### src/hdl/gossip_view_merge_core_macros.svh
// Assertion macros for the gossip view merge core.
`ifndef GOSSIP_VIEW_MERGE_CORE_MACROS_SVH
`define GOSSIP_VIEW_MERGE_CORE_MACROS_SVH

`ifndef SYNTHESIS

// Checked only while out of reset.
`define GVM_ASSERT(label, prop, msg) \
    label: assert property (@(posedge aclk) disable iff (!aresetn) prop) else $error(msg);

// Checked on every edge, reset included.
`define GVM_ASSERT_ALWAYS(label, prop, msg) \
    label: assert property (@(posedge aclk) prop) else $error(msg);

`else

`define GVM_ASSERT(label, prop, msg)
`define GVM_ASSERT_ALWAYS(label, prop, msg)

`endif

`endif

### src/hdl/gvm_pkg.sv
// Shared constants, types and codes for the gossip view merge core.
package gvm_pkg;

    localparam int VIEW_SIZE = 5;
    localparam int ID_BITS   = 8;
    localparam int SLOT_BITS = 3;
    localparam int CNT_BITS  = 3;
    // holds counts up to twice the view size (empty plus masked slot indexes)
    localparam int SUM_BITS  = $clog2(2 * VIEW_SIZE + 1);

    localparam logic [ID_BITS-1:0] EMPTY_ID = '1;

    typedef enum logic {
        OP_WRITE = 1'b0,
        OP_MERGE = 1'b1
    } opcode_t;

    typedef logic [ID_BITS-1:0] id_t;
    typedef id_t [VIEW_SIZE-1:0] view_t;

    typedef struct packed {
        opcode_t                opcode;
        logic [SLOT_BITS-1:0]   slot;
        id_t                    write_id;
        logic [VIEW_SIZE-1:0]   sent_mask;
        logic [CNT_BITS-1:0]    recv_count;
        view_t                  recv;
    } item_t;

endpackage

### src/hdl/gvm_merge.sv
// Combinational next-view logic: slot write or merge of received IDs.
module gvm_merge (
    input  gvm_pkg::view_t                  view_i,
    input  gvm_pkg::item_t                  item_i,
    output gvm_pkg::view_t                  view_o,
    output logic [gvm_pkg::CNT_BITS-1:0]    dropped_o
);

    localparam int VS = gvm_pkg::VIEW_SIZE;
    localparam int SB = gvm_pkg::SUM_BITS;

    logic [SB-1:0]  cnt;
    logic [VS-1:0]  hit [VS];
    logic [VS-1:0]  first_hit [VS];
    logic [VS-1:0]  new_flag;
    logic [VS-1:0]  clear_mask;
    logic [VS-1:0]  mark;
    logic [VS-1:0]  empty_flag;
    logic [SB-1:0]  pos [VS];
    logic [SB-1:0]  e_idx [VS];
    logic [SB-1:0]  m_idx [VS];
    logic [SB-1:0]  pending;
    logic [SB-1:0]  n_empty;
    logic [SB-1:0]  n_mark;
    logic [SB-1:0]  placed_empty;
    logic [SB-1:0]  remain;
    logic [SB-1:0]  placed_mark;
    gvm_pkg::view_t fresh;
    gvm_pkg::view_t merged;

    // pick entry idx of a packed ID list
    function automatic gvm_pkg::id_t pick(gvm_pkg::view_t arr, logic [SB-1:0] idx);
        gvm_pkg::id_t r;
        r = gvm_pkg::EMPTY_ID;
        for (int k = 0; k < VS; k++) begin
            if (idx == SB'(k)) begin
                r = arr[k];
            end
        end
        return r;
    endfunction

    // clamp the received count to the view size
    always_comb begin
        if ({1'b0, item_i.recv_count} > (gvm_pkg::CNT_BITS + 1)'(VS)) begin
            cnt = SB'(VS);
        end else begin
            cnt = SB'(item_i.recv_count);
        end
    end

    // known-ID check against the old view, first match clears its mask bit
    always_comb begin
        clear_mask = '0;
        new_flag   = '0;
        for (int i = 0; i < VS; i++) begin
            for (int s = 0; s < VS; s++) begin
                hit[i][s] = (view_i[s] == item_i.recv[i]);
            end
            first_hit[i] = hit[i] & (~hit[i] + VS'(1));
            if (SB'(i) < cnt) begin
                if (|hit[i]) begin
                    clear_mask = clear_mask | first_hit[i];
                end else begin
                    new_flag[i] = 1'b1;
                end
            end
        end
        mark = item_i.sent_mask & ~clear_mask;
    end

    // compact new IDs in arrival order
    always_comb begin
        pending = '0;
        fresh   = {VS{gvm_pkg::EMPTY_ID}};
        for (int i = 0; i < VS; i++) begin
            pos[i]  = pending;
            pending = pending + SB'(new_flag[i]);
        end
        for (int i = 0; i < VS; i++) begin
            for (int k = 0; k < VS; k++) begin
                if (new_flag[i] && pos[i] == SB'(k)) begin
                    fresh[k] = item_i.recv[i];
                end
            end
        end
    end

    // prefix counts of empty and masked slots
    always_comb begin
        n_empty = '0;
        n_mark  = '0;
        for (int s = 0; s < VS; s++) begin
            empty_flag[s] = (view_i[s] == gvm_pkg::EMPTY_ID);
            e_idx[s] = n_empty;
            m_idx[s] = n_mark;
            n_empty  = n_empty + SB'(empty_flag[s]);
            n_mark   = n_mark + SB'(mark[s]);
        end
        placed_empty = (n_empty < pending) ? n_empty : pending;
        remain       = pending - placed_empty;
        placed_mark  = (n_mark < remain) ? n_mark : remain;
    end

    // fill empty slots, then overwrite masked slots, taking new IDs from the back
    always_comb begin
        for (int s = 0; s < VS; s++) begin
            merged[s] = view_i[s];
            if (empty_flag[s] && e_idx[s] < pending) begin
                merged[s] = pick(fresh, pending - SB'(1) - e_idx[s]);
            end
            if (mark[s] && (placed_empty + m_idx[s]) < pending) begin
                merged[s] = pick(fresh, pending - SB'(1) - placed_empty - m_idx[s]);
            end
        end
    end

    // result select by opcode
    always_comb begin
        view_o    = view_i;
        dropped_o = '0;
        case (item_i.opcode)
            gvm_pkg::OP_WRITE: begin
                for (int s = 0; s < VS; s++) begin
                    if ({1'b0, item_i.slot} == (gvm_pkg::SLOT_BITS + 1)'(s)) begin
                        view_o[s] = item_i.write_id;
                    end
                end
            end
            gvm_pkg::OP_MERGE: begin
                view_o    = merged;
                dropped_o = gvm_pkg::CNT_BITS'(remain - placed_mark);
            end
            default: begin
                view_o    = view_i;
                dropped_o = '0;
            end
        endcase
    end

endmodule

### src/hdl/gossip_view_merge_core.sv
// An accepted item is held in the input register until the result register can take it.
// Throughput: one item per cycle while the result is not stalled; the view update for an
// item, one pass of the merge logic between the input register and the view/result registers, sets it.
// A stalled result holds the input register; once that register is full, s_ready drops.
// Reset (aresetn low, synchronous) empties every view slot and drops both stages.
`include "gossip_view_merge_core_macros.svh"

module gossip_view_merge_core (
    input  logic                            aclk,
    input  logic                            aresetn,
    input  logic                            s_valid,
    output logic                            s_ready,
    input  logic                            s_opcode,
    input  logic [gvm_pkg::SLOT_BITS-1:0]   s_slot,
    input  logic [gvm_pkg::ID_BITS-1:0]     s_write_id,
    input  logic [gvm_pkg::VIEW_SIZE-1:0]   s_sent_mask,
    input  logic [gvm_pkg::CNT_BITS-1:0]    s_recv_count,
    input  logic [gvm_pkg::ID_BITS-1:0]     s_recv_0,
    input  logic [gvm_pkg::ID_BITS-1:0]     s_recv_1,
    input  logic [gvm_pkg::ID_BITS-1:0]     s_recv_2,
    input  logic [gvm_pkg::ID_BITS-1:0]     s_recv_3,
    input  logic [gvm_pkg::ID_BITS-1:0]     s_recv_4,
    output logic                            m_valid,
    input  logic                            m_ready,
    output logic [gvm_pkg::ID_BITS-1:0]     m_view_0,
    output logic [gvm_pkg::ID_BITS-1:0]     m_view_1,
    output logic [gvm_pkg::ID_BITS-1:0]     m_view_2,
    output logic [gvm_pkg::ID_BITS-1:0]     m_view_3,
    output logic [gvm_pkg::ID_BITS-1:0]     m_view_4,
    output logic [gvm_pkg::CNT_BITS-1:0]    m_dropped_count
);

    gvm_pkg::item_t                 in_item;
    gvm_pkg::item_t                 in_item_reg;
    logic                           in_valid_reg;
    logic                           in_valid_next;
    gvm_pkg::view_t                 view_reg;
    gvm_pkg::view_t                 view_next;
    gvm_pkg::view_t                 out_view_reg;
    logic [gvm_pkg::CNT_BITS-1:0]   out_drop_reg;
    logic [gvm_pkg::CNT_BITS-1:0]   drop_next;
    logic                           out_valid_reg;
    logic                           out_valid_next;
    logic                           in_take;
    logic                           adv;

    // pack the input ports into one item
    always_comb begin
        in_item.opcode     = gvm_pkg::opcode_t'(s_opcode);
        in_item.slot       = s_slot;
        in_item.write_id   = s_write_id;
        in_item.sent_mask  = s_sent_mask;
        in_item.recv_count = s_recv_count;
        in_item.recv[0]    = s_recv_0;
        in_item.recv[1]    = s_recv_1;
        in_item.recv[2]    = s_recv_2;
        in_item.recv[3]    = s_recv_3;
        in_item.recv[4]    = s_recv_4;
    end

    // flow control: the input stage moves on when the result register is free
    assign adv     = in_valid_reg && (!out_valid_reg || m_ready);
    assign s_ready = !in_valid_reg || adv;
    assign in_take = s_valid && s_ready;

    always_comb begin
        if (in_take) begin
            in_valid_next = 1'b1;
        end else if (adv) begin
            in_valid_next = 1'b0;
        end else begin
            in_valid_next = in_valid_reg;
        end
        if (adv) begin
            out_valid_next = 1'b1;
        end else if (m_ready) begin
            out_valid_next = 1'b0;
        end else begin
            out_valid_next = out_valid_reg;
        end
    end

    // next view and dropped count
    gvm_merge u_merge (
        .view_i    (view_reg),
        .item_i    (in_item_reg),
        .view_o    (view_next),
        .dropped_o (drop_next)
    );

    // control and view state
    always_ff @(posedge aclk) begin
        if (!aresetn) begin
            in_valid_reg  <= 1'b0;
            out_valid_reg <= 1'b0;
            view_reg      <= {gvm_pkg::VIEW_SIZE{gvm_pkg::EMPTY_ID}};
        end else begin
            in_valid_reg  <= in_valid_next;
            out_valid_reg <= out_valid_next;
            if (adv) begin
                view_reg <= view_next;
            end
        end
    end

    // payload registers
    always_ff @(posedge aclk) begin
        if (in_take) begin
            in_item_reg <= in_item;
        end
        if (adv) begin
            out_view_reg <= view_next;
            out_drop_reg <= drop_next;
        end
    end

    assign m_valid         = out_valid_reg;
    assign m_view_0        = out_view_reg[0];
    assign m_view_1        = out_view_reg[1];
    assign m_view_2        = out_view_reg[2];
    assign m_view_3        = out_view_reg[3];
    assign m_view_4        = out_view_reg[4];
    assign m_dropped_count = out_drop_reg;

    // checks
    `GVM_ASSERT_ALWAYS(a_reset_clears, !aresetn |=> !in_valid_reg && !out_valid_reg, "reset left a stage valid")
    `GVM_ASSERT(a_in_held, in_valid_reg && !adv |=> in_valid_reg, "pending input item lost")
    `GVM_ASSERT(a_result_mirrors_view, out_valid_reg |-> out_view_reg == view_reg, "result view differs from state")
    `GVM_ASSERT(a_write_no_drop, adv && in_item_reg.opcode == gvm_pkg::OP_WRITE |=> out_drop_reg == '0, "write item reported drops")
    `GVM_ASSERT(a_drop_bound, out_valid_reg |-> out_drop_reg <= gvm_pkg::CNT_BITS'(gvm_pkg::VIEW_SIZE), "dropped count exceeds view size")

endmodule
### config.mk
export PLATFORM = sky130hd
export DESIGN_NAME = gossip_view_merge_core
export DESIGN_NICKNAME = d
export VERILOG_FILES = /design/src/hdl/gvm_pkg.sv /design/src/hdl/gvm_merge.sv /design/src/hdl/gossip_view_merge_core.sv
export VERILOG_INCLUDE_DIRS = /design/src /design/src/hdl
export SDC_FILE = /design/constraint.sdc
export NUM_CORES = 1
export LEC_CHECK = 0
export CAP_MARGIN = 20
export CELL_PAD_IN_SITES_DETAIL_PLACEMENT = 2
export CELL_PAD_IN_SITES_GLOBAL_PLACEMENT = 2
export CORE_MARGIN = 2
export CORE_UTILIZATION = 40
export CTS_CLUSTER_SIZE = 24
export DETAILED_ROUTE_END_ITERATION = 10
export DONT_BUFFER_PORTS = 1
export PLACE_DENSITY = 0.81
export SLEW_MARGIN = 0
export SYNTH_ARGS = -nofsm -noshare
export SYNTH_HDL_FRONTEND = slang
export SYNTH_SLANG_ARGS = --single-unit
### constraint.sdc
create_clock -name aclk -period 10.3 [get_ports aclk]
set_input_delay 2.06 -clock aclk [delete_from_list [all_inputs] [get_ports aclk]]
set_output_delay 2.06 -clock aclk [all_outputs]
set_load 0.02 [all_outputs]
---- Word level (Yosys, flattened, before mapping) ----
Cells that the tools add are included.
operators by class
  add/sub/neg operators ................... 33
  multiply operators ...................... 0
  divide/modulo/power cells ............... 0
  $lt $le $gt $ge ......................... 18
  eq/ne operators ......................... 86
  shift-type cells ........................ 0
  multiplexer cells ....................... 111
  bitwise logic cells ..................... 17
  reductions and logical operators ........ 55
operators with widths
  kind                 number
  $mux 8               83
  $eq 8x8->1           25
  $eq 4x2->1 const B   26
  $pmux 40 s2          1
  $logic_not 4->1      14
  $eq 4x1->1 const B   13
  $eq 4x3->1 const B   13
  $mux 5               10
  $add 4x1->4          10
  $eq 8x8->1 const B   5
  $lt 4x4->1           10
  $sub 4x4->4          8
  $and 5x5->5          6
  $not 5->5            6
  $logic_and 1x1->1    29
  $add 5x1->5 const B  5
  $reduce_or 5->1      5
  $or 5x5->5           4
  $mux 1               14
  $add 4x4->4          3
  $lt 1x4->1 const A   2
  $lt 2x4->1 const A   2
  $sub 4x1->4          2
  $add 1x1->2          3
  16 further kinds     21
storage, ports and cells
  register bits after elaboration ......... 145
  bits in latches ......................... 0
  memory bits (writable) .................. 0
  memory bits (read-only) ................. 0
  output and inout bits ................... 45
  word-level logic and storage cells ...... 343
  memories kept ........................... 0

---- Depth between registers and ports, before layout ----
Gate-level depths: netlist (run 1).
  word-level depth ........................ 32
  mapped depth ............................ 38

---- Hierarchy ----
From an unflattened synthesis (run 1), not the netlist that was laid out.
second synthesis, totals
  cells, all modules ...................... 2075
  area, all modules ....................... 17458.0 um^2
modules (own cells, without submodules)
  module                  times used  cells each  area an instance (um^2)
  gvm_merge               1           1783        12689.7
  gossip_view_merge_core  1           292         4768.3

---- Worst setup path after synthesis (run 1) ----
No wires, ideal clock.
  path type ............................... register to register
  start ................................... register in_item_reg[9] (netlist name)
  end ..................................... register view_reg[39] (netlist name)
  library setup time ...................... 0.118 ns
  arrival ................................. 8.444 ns
  data required time ...................... 10.182 ns
  path slack .............................. 1.738 ns
  stages on the path, launching flop included .. 38
  buffers on the path ..................... 2
  clock period less this slack ............ 8.562 ns
  cells stage by stage .................... edfxtp_1 clkbuf_1 xnor2_1 nand4_1 o22ai_1 nor3b_1 o21ai_0 a21oi_1 fa_1 ha_1 inv_1 fa_1 inv_1 ha_1 inv_1 ha_1 o21ai_0 nand2b_1 (+2 left out) nand2_1 o21ai_1 inv_1 fa_1 xor2_1 clkbuf_1 ha_1 and3b_1 a311oi_1 xnor2_1 xnor3_1 nor2_1 and3_1 nand2_1 o21ai_1 a21oi_1 o221a_2 a21o_1
RTL lines
  item                    RTL line                       text
  from (decl)             gossip_view_merge_core.sv:34   gvm_pkg::item_t in_item_reg;
  from (signal assigned)  gossip_view_merge_core.sv:109  in_item_reg <= in_item;
  to (signal assigned)    gossip_view_merge_core.sv:96   view_reg <= {gvm_pkg::VIEW_SIZE{gvm_pkg::EMPTY_ID}};
  to (signal assigned)    gossip_view_merge_core.sv:101  view_reg <= view_next;
  to (decl)               gossip_view_merge_core.sv:37   gvm_pkg::view_t view_reg;

==> impl_metrics.csv, run 1 <==
group,metric,value,unit
yosys,synth_compound_area_share,24.1,%
critical_path,endpoint_kind,"flip-flop",
timing,drv_slew,0,
detailed_routing,wl_per_cell,39.6,um
die,die-height,213,um
grt,grt_usage,47.1,%
timing,fmax,101,MHz
final_layout,area_delta_synth_final,8.15,%
die,start_util,40.5,%
clocking,ctsHoldBuffers,0,
grt,antenna_found_initial,5,
critical_path,cp-start-kind,"flip-flop",
timing,post-route-period-util,95.9,%
place,place_congestion,1.05,
final_layout,largest_register_ffs,60,
yosys,synth.distinct_cells,111,
yosys,ys_warn_count,0,
grt,grt-ovfl-total,0,
detailed_routing,initialDrtViolationCount,2090,
place,numPortBuffers,0,
grt,grt_pass1_vias,20453,
yosys,synth-simple-area-share,21.0,%
yosys,syn_area_per_cell,8.19,um2
die,core,0.0431,mm2
die,rows,76,
critical_path,critPathMostFrequentCell,"ha_1",
timing,slew_headroom,14.5,%
clocking,cts_tree,"built",
grt,grt_pass1_wl,150,mm
critical_path,critPathArrivalTime,10.10,ns
timing,hold_viol,0,
critical_path,max_stage_delay,1.05,ns
critical_path,worst-endpoint-required,10.52,ns
yosys,synth_area,0.0174,mm2
run,maxCapViolCount,0,
clocking,clockBufferDepth,2,
final_layout,fin_nets,2254,
timing,worst_pin_slew,1.28,ns
yosys,synth_edf_count,103,
timing,rsz0062_at_grt,"false",
detailed_routing,vias,19304,
detailed_routing,via_per_inst,7.20,
detailed_routing,wirelength,106,mm
grt,grt_max_degree,72,
yosys,ys_seq_area_share,22.6,%
die,fp.dieArea,0.0453,mm2
run_status,status,"finished, final reports clean",
place,place_hpwl,81.0,mm
die,io_pins,109,
timing,finalWorstSetupSlack,0.422,ns
final_layout,fillers,4895,
worst_hold_path,min_path_type,"reg -> reg",
yosys,synthMuxAreaShare,4.19,%
yosys,synth_seq_cells,145,
yosys,yosys.area_share.xor_xnor,13.1,%
timing,period_needed,9.88,ns
yosys,synth_nets,2300,
yosys,synth_fa_ha_area_share,8.57,%
clocking,h-tree-depth,4,
yosys,async_flop_share,0,%
clocking,clkTransAtPathRegs,0.07,ns
clocking,cts_buffers,17,
critical_path,path_class,"reg -> reg",
clocking,clock-root-buffer,"clkbuf_16",
detailed_routing,drcViolationCount,0,
detailed_routing,firstDrtPassIters,6,
place,place_ws,-0.215,ns
timing,setup_viol,0,
timing,skew,0.0262,ns
yosys,syn_inst,2127,
clocking,clock_latency,0.51,ns
yosys,synth_top_flop_cell,"edfxtp_1",
detailed_routing,ant_nets,0,
critical_path,path_max_fanout,15,
final_layout,drive_gt1_share,11.5,%
clocking,cts_sinks,145,
critical_path,slowest_stage,"dfxtp_1",
yosys,synth_top_family_by_area,"compound AO/OA/AOI/OAI gates",
die,die_x,213,um
==> final timing paths <==
| path | slack [ns] | depth (start not counted) | startpoint | to |
|---|---|---|---|---|
| worst max-delay path | 0.42 | 30 | view_reg[29] | m_view_4[5] |
| worst min-delay path | 0.57 | 1 | in_valid_reg | m_valid |
| worst min register to register | 0.57 | 1 | in_valid_reg | m_valid |
| worst max register to register | 0.42 | 30 | view_reg[29] | m_view_4[5] |
==> worst max-delay path: cells and delay by family, from the launching register on <==
| family | cells | cell delay (ns) |
|---|---|---|
| flip-flops | 1 | 1.05 |
| AO/OA/AOI/OAI | 8 | 2.65 |
| XOR/XNOR | 3 | 0.82 |
| adder cells (fa/ha/maj) | 7 | 2.86 |
| buffers and inverters | 5 | 0.99 |
| AND/OR/NAND/NOR | 7 | 1.18 |
==> through the flow <==
stage	hold slack, ns	utilization (%)	setup TNS (ns)	instance area (um2)	std cells
2_1_floorplan	0.486	-	0	17400	2127
3_3_place_gp	0.520	42.0	0	18100	2641
3_5_place_dp	0.563	42.1	-1.04	18100	2643
4_1_cts	0.568	43.5	0	18800	2675
5_1_grt	0.593	43.7	0	18800	2679
6_report	0.569	43.8	0	18800	2681
==> logic make-up after synthesis <==
logic type	count (synthesis)
fa+ha+maj	110
xor+xnor	248
buf+inv	248
simple gates	720
flops	145
compound gates	590
mux	66
==> cell usage in the layout, fill, tap and decap left out, types with 13 or more instances in the layout <==
master and count:
nand4_1 47, dfxtp_1 29, dfxtp_2 13, nor3_1 22, o31ai_1 26, o211ai_1 46
nand2_1 224, mux2_2 15, o221ai_1 37, clkbuf_16 17, ha_1 93, a21o_1 27
o21ai_1 21, a211oi_1 20, mux2i_1 44, o22ai_1 37, and3_1 22, inv_1 75
o21ai_0 78, nor2b_1 19, nor2_1 149, xor2_1 162, nand2b_1 14, edfxtp_1 103
and2_1 15, buf_4 95, nand3b_1 15, nand3_1 70, o2111ai_1 15, xnor2_1 76
fa_1 16, a21oi_1 101, nor4_1 46, a31oi_1 22
==> cells in the mapped netlist (19+ instances only) <==
| library cell | count | area [um2] |
|---|---|---|
| nand2_1 | 224 | 841 |
| xor2_1 | 162 | 1420 |
| nor2_1 | 150 | 563 |
| a21oi_1 | 105 | 526 |
| edfxtp_1 | 103 | 3090 |
| ha_1 | 93 | 1160 |
| o21ai_0 | 80 | 400 |
| clkbuf_1 | 77 | 289 |
| xnor2_1 | 77 | 674 |
| inv_1 | 76 | 285 |
| nand3_1 | 70 | 350 |
| buf_2 | 61 | 305 |
| mux2i_1 | 47 | 470 |
| nand4_1 | 47 | 294 |
| nor4_1 | 47 | 294 |
| o211ai_1 | 46 | 345 |
| dfxtp_1 | 42 | 841 |
| o221ai_1 | 37 | 324 |
| o22ai_1 | 37 | 231 |
| a21o_1 | 27 | 203 |
| o31ai_1 | 26 | 195 |
| a31oi_1 | 24 | 150 |
| nor3_1 | 23 | 115 |
| and3_1 | 22 | 138 |
| a211oi_1 | 20 | 150 |
| o21ai_1 | 20 | 100 |
| nor2b_1 | 19 | 119 |
==> what timing repair did <==
action                     in CTS  in global routing
gates resized for setup         9                 10
setup endpoints to repair      20                 42
setup buffers                   0                  1
gates cloned                    0                  0
==> final cells by class <==
type	instances	area, um2	area share [%]
clock inverter	14	178	0.943
clock buffer	18	439	2.33
multi-input combinational	1734	12400	66.0
inverter	82	308	1.63
tap	585	732	3.88
timing repair buffer	101	788	4.18
antenna	2	5.00	0.0266
sequential	145	3950	21.0
==> layer usage <==
layer  share of wire [%]  GRT usage (%)  routed length (um)
met2                  45           73.5               47300
met4                  10           41.2               10900
met5               0.022              0                  23
met3                 9.8           14.1               10500
met1                  35           52.4               37500
Power of run 1 is not shown: default switching activity piles up to over one toggle a cycle in this logic, so the estimate is an artifact.
==> run 2, diff against run 1 <==
CORE_ASPECT_RATIO = 1.2   (was not set)
SLEW_MARGIN = not set   (was 0)
==> impl_metrics.csv, run 2 (synthesis gave the netlist of run 1 again) <==
group,metric,value,unit
clocking,ctsHoldBuffers,0,
worst_hold_path,min_path_type,"reg -> reg",
detailed_routing,firstDrtPassIters,5,
critical_path,r2r-end,"m_view_4[3]",
run,maxCapViolCount,0,
detailed_routing,initialDrtViolationCount,1702,
die,rows,83,
critical_path,cp-endpoint,"m_view_4[3]",
place,numPortBuffers,0,
place,place_hpwl,81.6,mm
grt,grt_max_degree,72,
critical_path,crit_start,"view_reg[5]",
timing,drv_slew,0,
final_layout,area_delta_synth_final,8.28,%
grt,antenna_found_initial,3,
critical_path,path_class,"reg -> reg",
place,place_congestion,1.01,
clocking,h-tree-depth,4,
run_status,status,"finished, final reports clean",
die,die-height,233,um
critical_path,path_max_fanout,9,
clocking,clock_latency,0.48,ns
critical_path,worst-endpoint-required,10.50,ns
critical_path,reg2regPathDepth,35,
timing,worst_pin_slew,1.31,ns
critical_path,cp-start-kind,"flip-flop",
timing,post-route-period-util,92.6,%
timing,period_needed,9.54,ns
grt,grt_usage,46.3,%
final_layout,fin_nets,2276,
die,die_x,195,um
clocking,cts_tree,"built",
clocking,clock-root-buffer,"clkbuf_16",
detailed_routing,wirelength,106,mm
die,fp.dieArea,0.0453,mm2
detailed_routing,wl_per_cell,39.5,um
place,postPlaceCellArea,0.0183,mm2
critical_path,slowest_stage,"fa_1",
final_layout,fin_util,44.0,%
die,core,0.0429,mm2
timing,slew_headroom,12.4,%
die,start_util,40.6,%
timing,setup_viol,0,
timing,fin_setup_tns,0,ns
critical_path,endpoint_kind,"flip-flop",
clocking,clockBufferDepth,2,
final_layout,stdcell_area,0.0189,mm2
critical_path,critPathMostFrequentCell,"ha_1",
final_layout,drive_gt1_share,11.8,%
grt,grt_pass1_wl,149,mm
detailed_routing,ant_nets,0,
timing,skew,0.0223,ns
timing,fmax,105,MHz
timing,hold_viol,0,
clocking,cts_sinks,145,
detailed_routing,drcViolationCount,0,
critical_path,max_stage_delay,0.80,ns
final_layout,layout_commonest_cell,"nand2_1",
critical_path,r2r_slack,0.76,ns
critical_path,critPathArrivalTime,9.74,ns
worst_hold_path,whs_path_depth,1,
critical_path,regToRegStartpoint,"view_reg[5]",
detailed_routing,via_per_inst,7.20,
clocking,cts_setup_buffers,0,
timing,rsz0062_at_grt,"false",
detailed_routing,vias,19222,
grt,grt-ovfl-total,0,
final_layout,layout_common_cells,"nand2_1 (224), xor2_1 (162), nor2_1 (149)",
clocking,cts_buffers,17,
grt,grt_pass1_vias,20544,
clocking,clkTransAtPathRegs,0.07,ns
final_layout,largest_register_ffs,60,
die,io_pins,109,
[run 2: area by class of cell]
class	count	area [um2]
repair buffers	123	923
well taps	552	691
clock inverters	10	76.3
multi-input cells	1734	12400
fillers	4824	24000
clock buffers	22	487
inverters	82	308
flip-flops and latches	145	3930
diodes	2	5.00
[run 2: worst max-delay path: cells and delay by family, from the launching register on]
family                     cells  cell delay [ns]
xor gates and xnor gates       5             1.26
adders and majority gates      7             2.57
buffers and inverters          6             0.88
AOI/OAI and AO/OA              9             2.50
and+or+nand+nor                8             1.26
DFF                            1             0.78
[run 2: metrics by stage]
stage	setup WS [ns]	hold slack, ns	instances
floorplan	1.74	0.486	2127
global placement	1.17	0.522	2636
detailed placement	0.812	0.564	2636
CTS	0.619	0.578	2668
global route	0.226	0.617	2668
finish	0.759	0.583	2670
[run 2: layer usage]
layer / up-vias / GRT usage, % / wire length, um
met3: 602 / 12.1 / 8670
met1: 9602 / 47.4 / 36200
met2: 1133 / 76.3 / 48400
met4: 2 / 45.6 / 12300
li1: 7883 / - / -
met5: - / 0 / 8
[run 2: timing repair]
item,CTS,global route
resized for setup,0,1
endpoints found under the hold margin,0,0
setup endpoints to repair,0,3
[run 2: how the worst min path moves through the flow]
stage | endpoint | startpoint
finish | m_valid | in_valid_reg
CTS | m_valid | in_valid_reg
global placement | m_valid | in_valid_reg
global route | m_valid | in_valid_reg
detailed placement | m_valid | in_valid_reg
floorplan | m_valid | in_valid_reg
Power of run 2 is left out for the same reason.
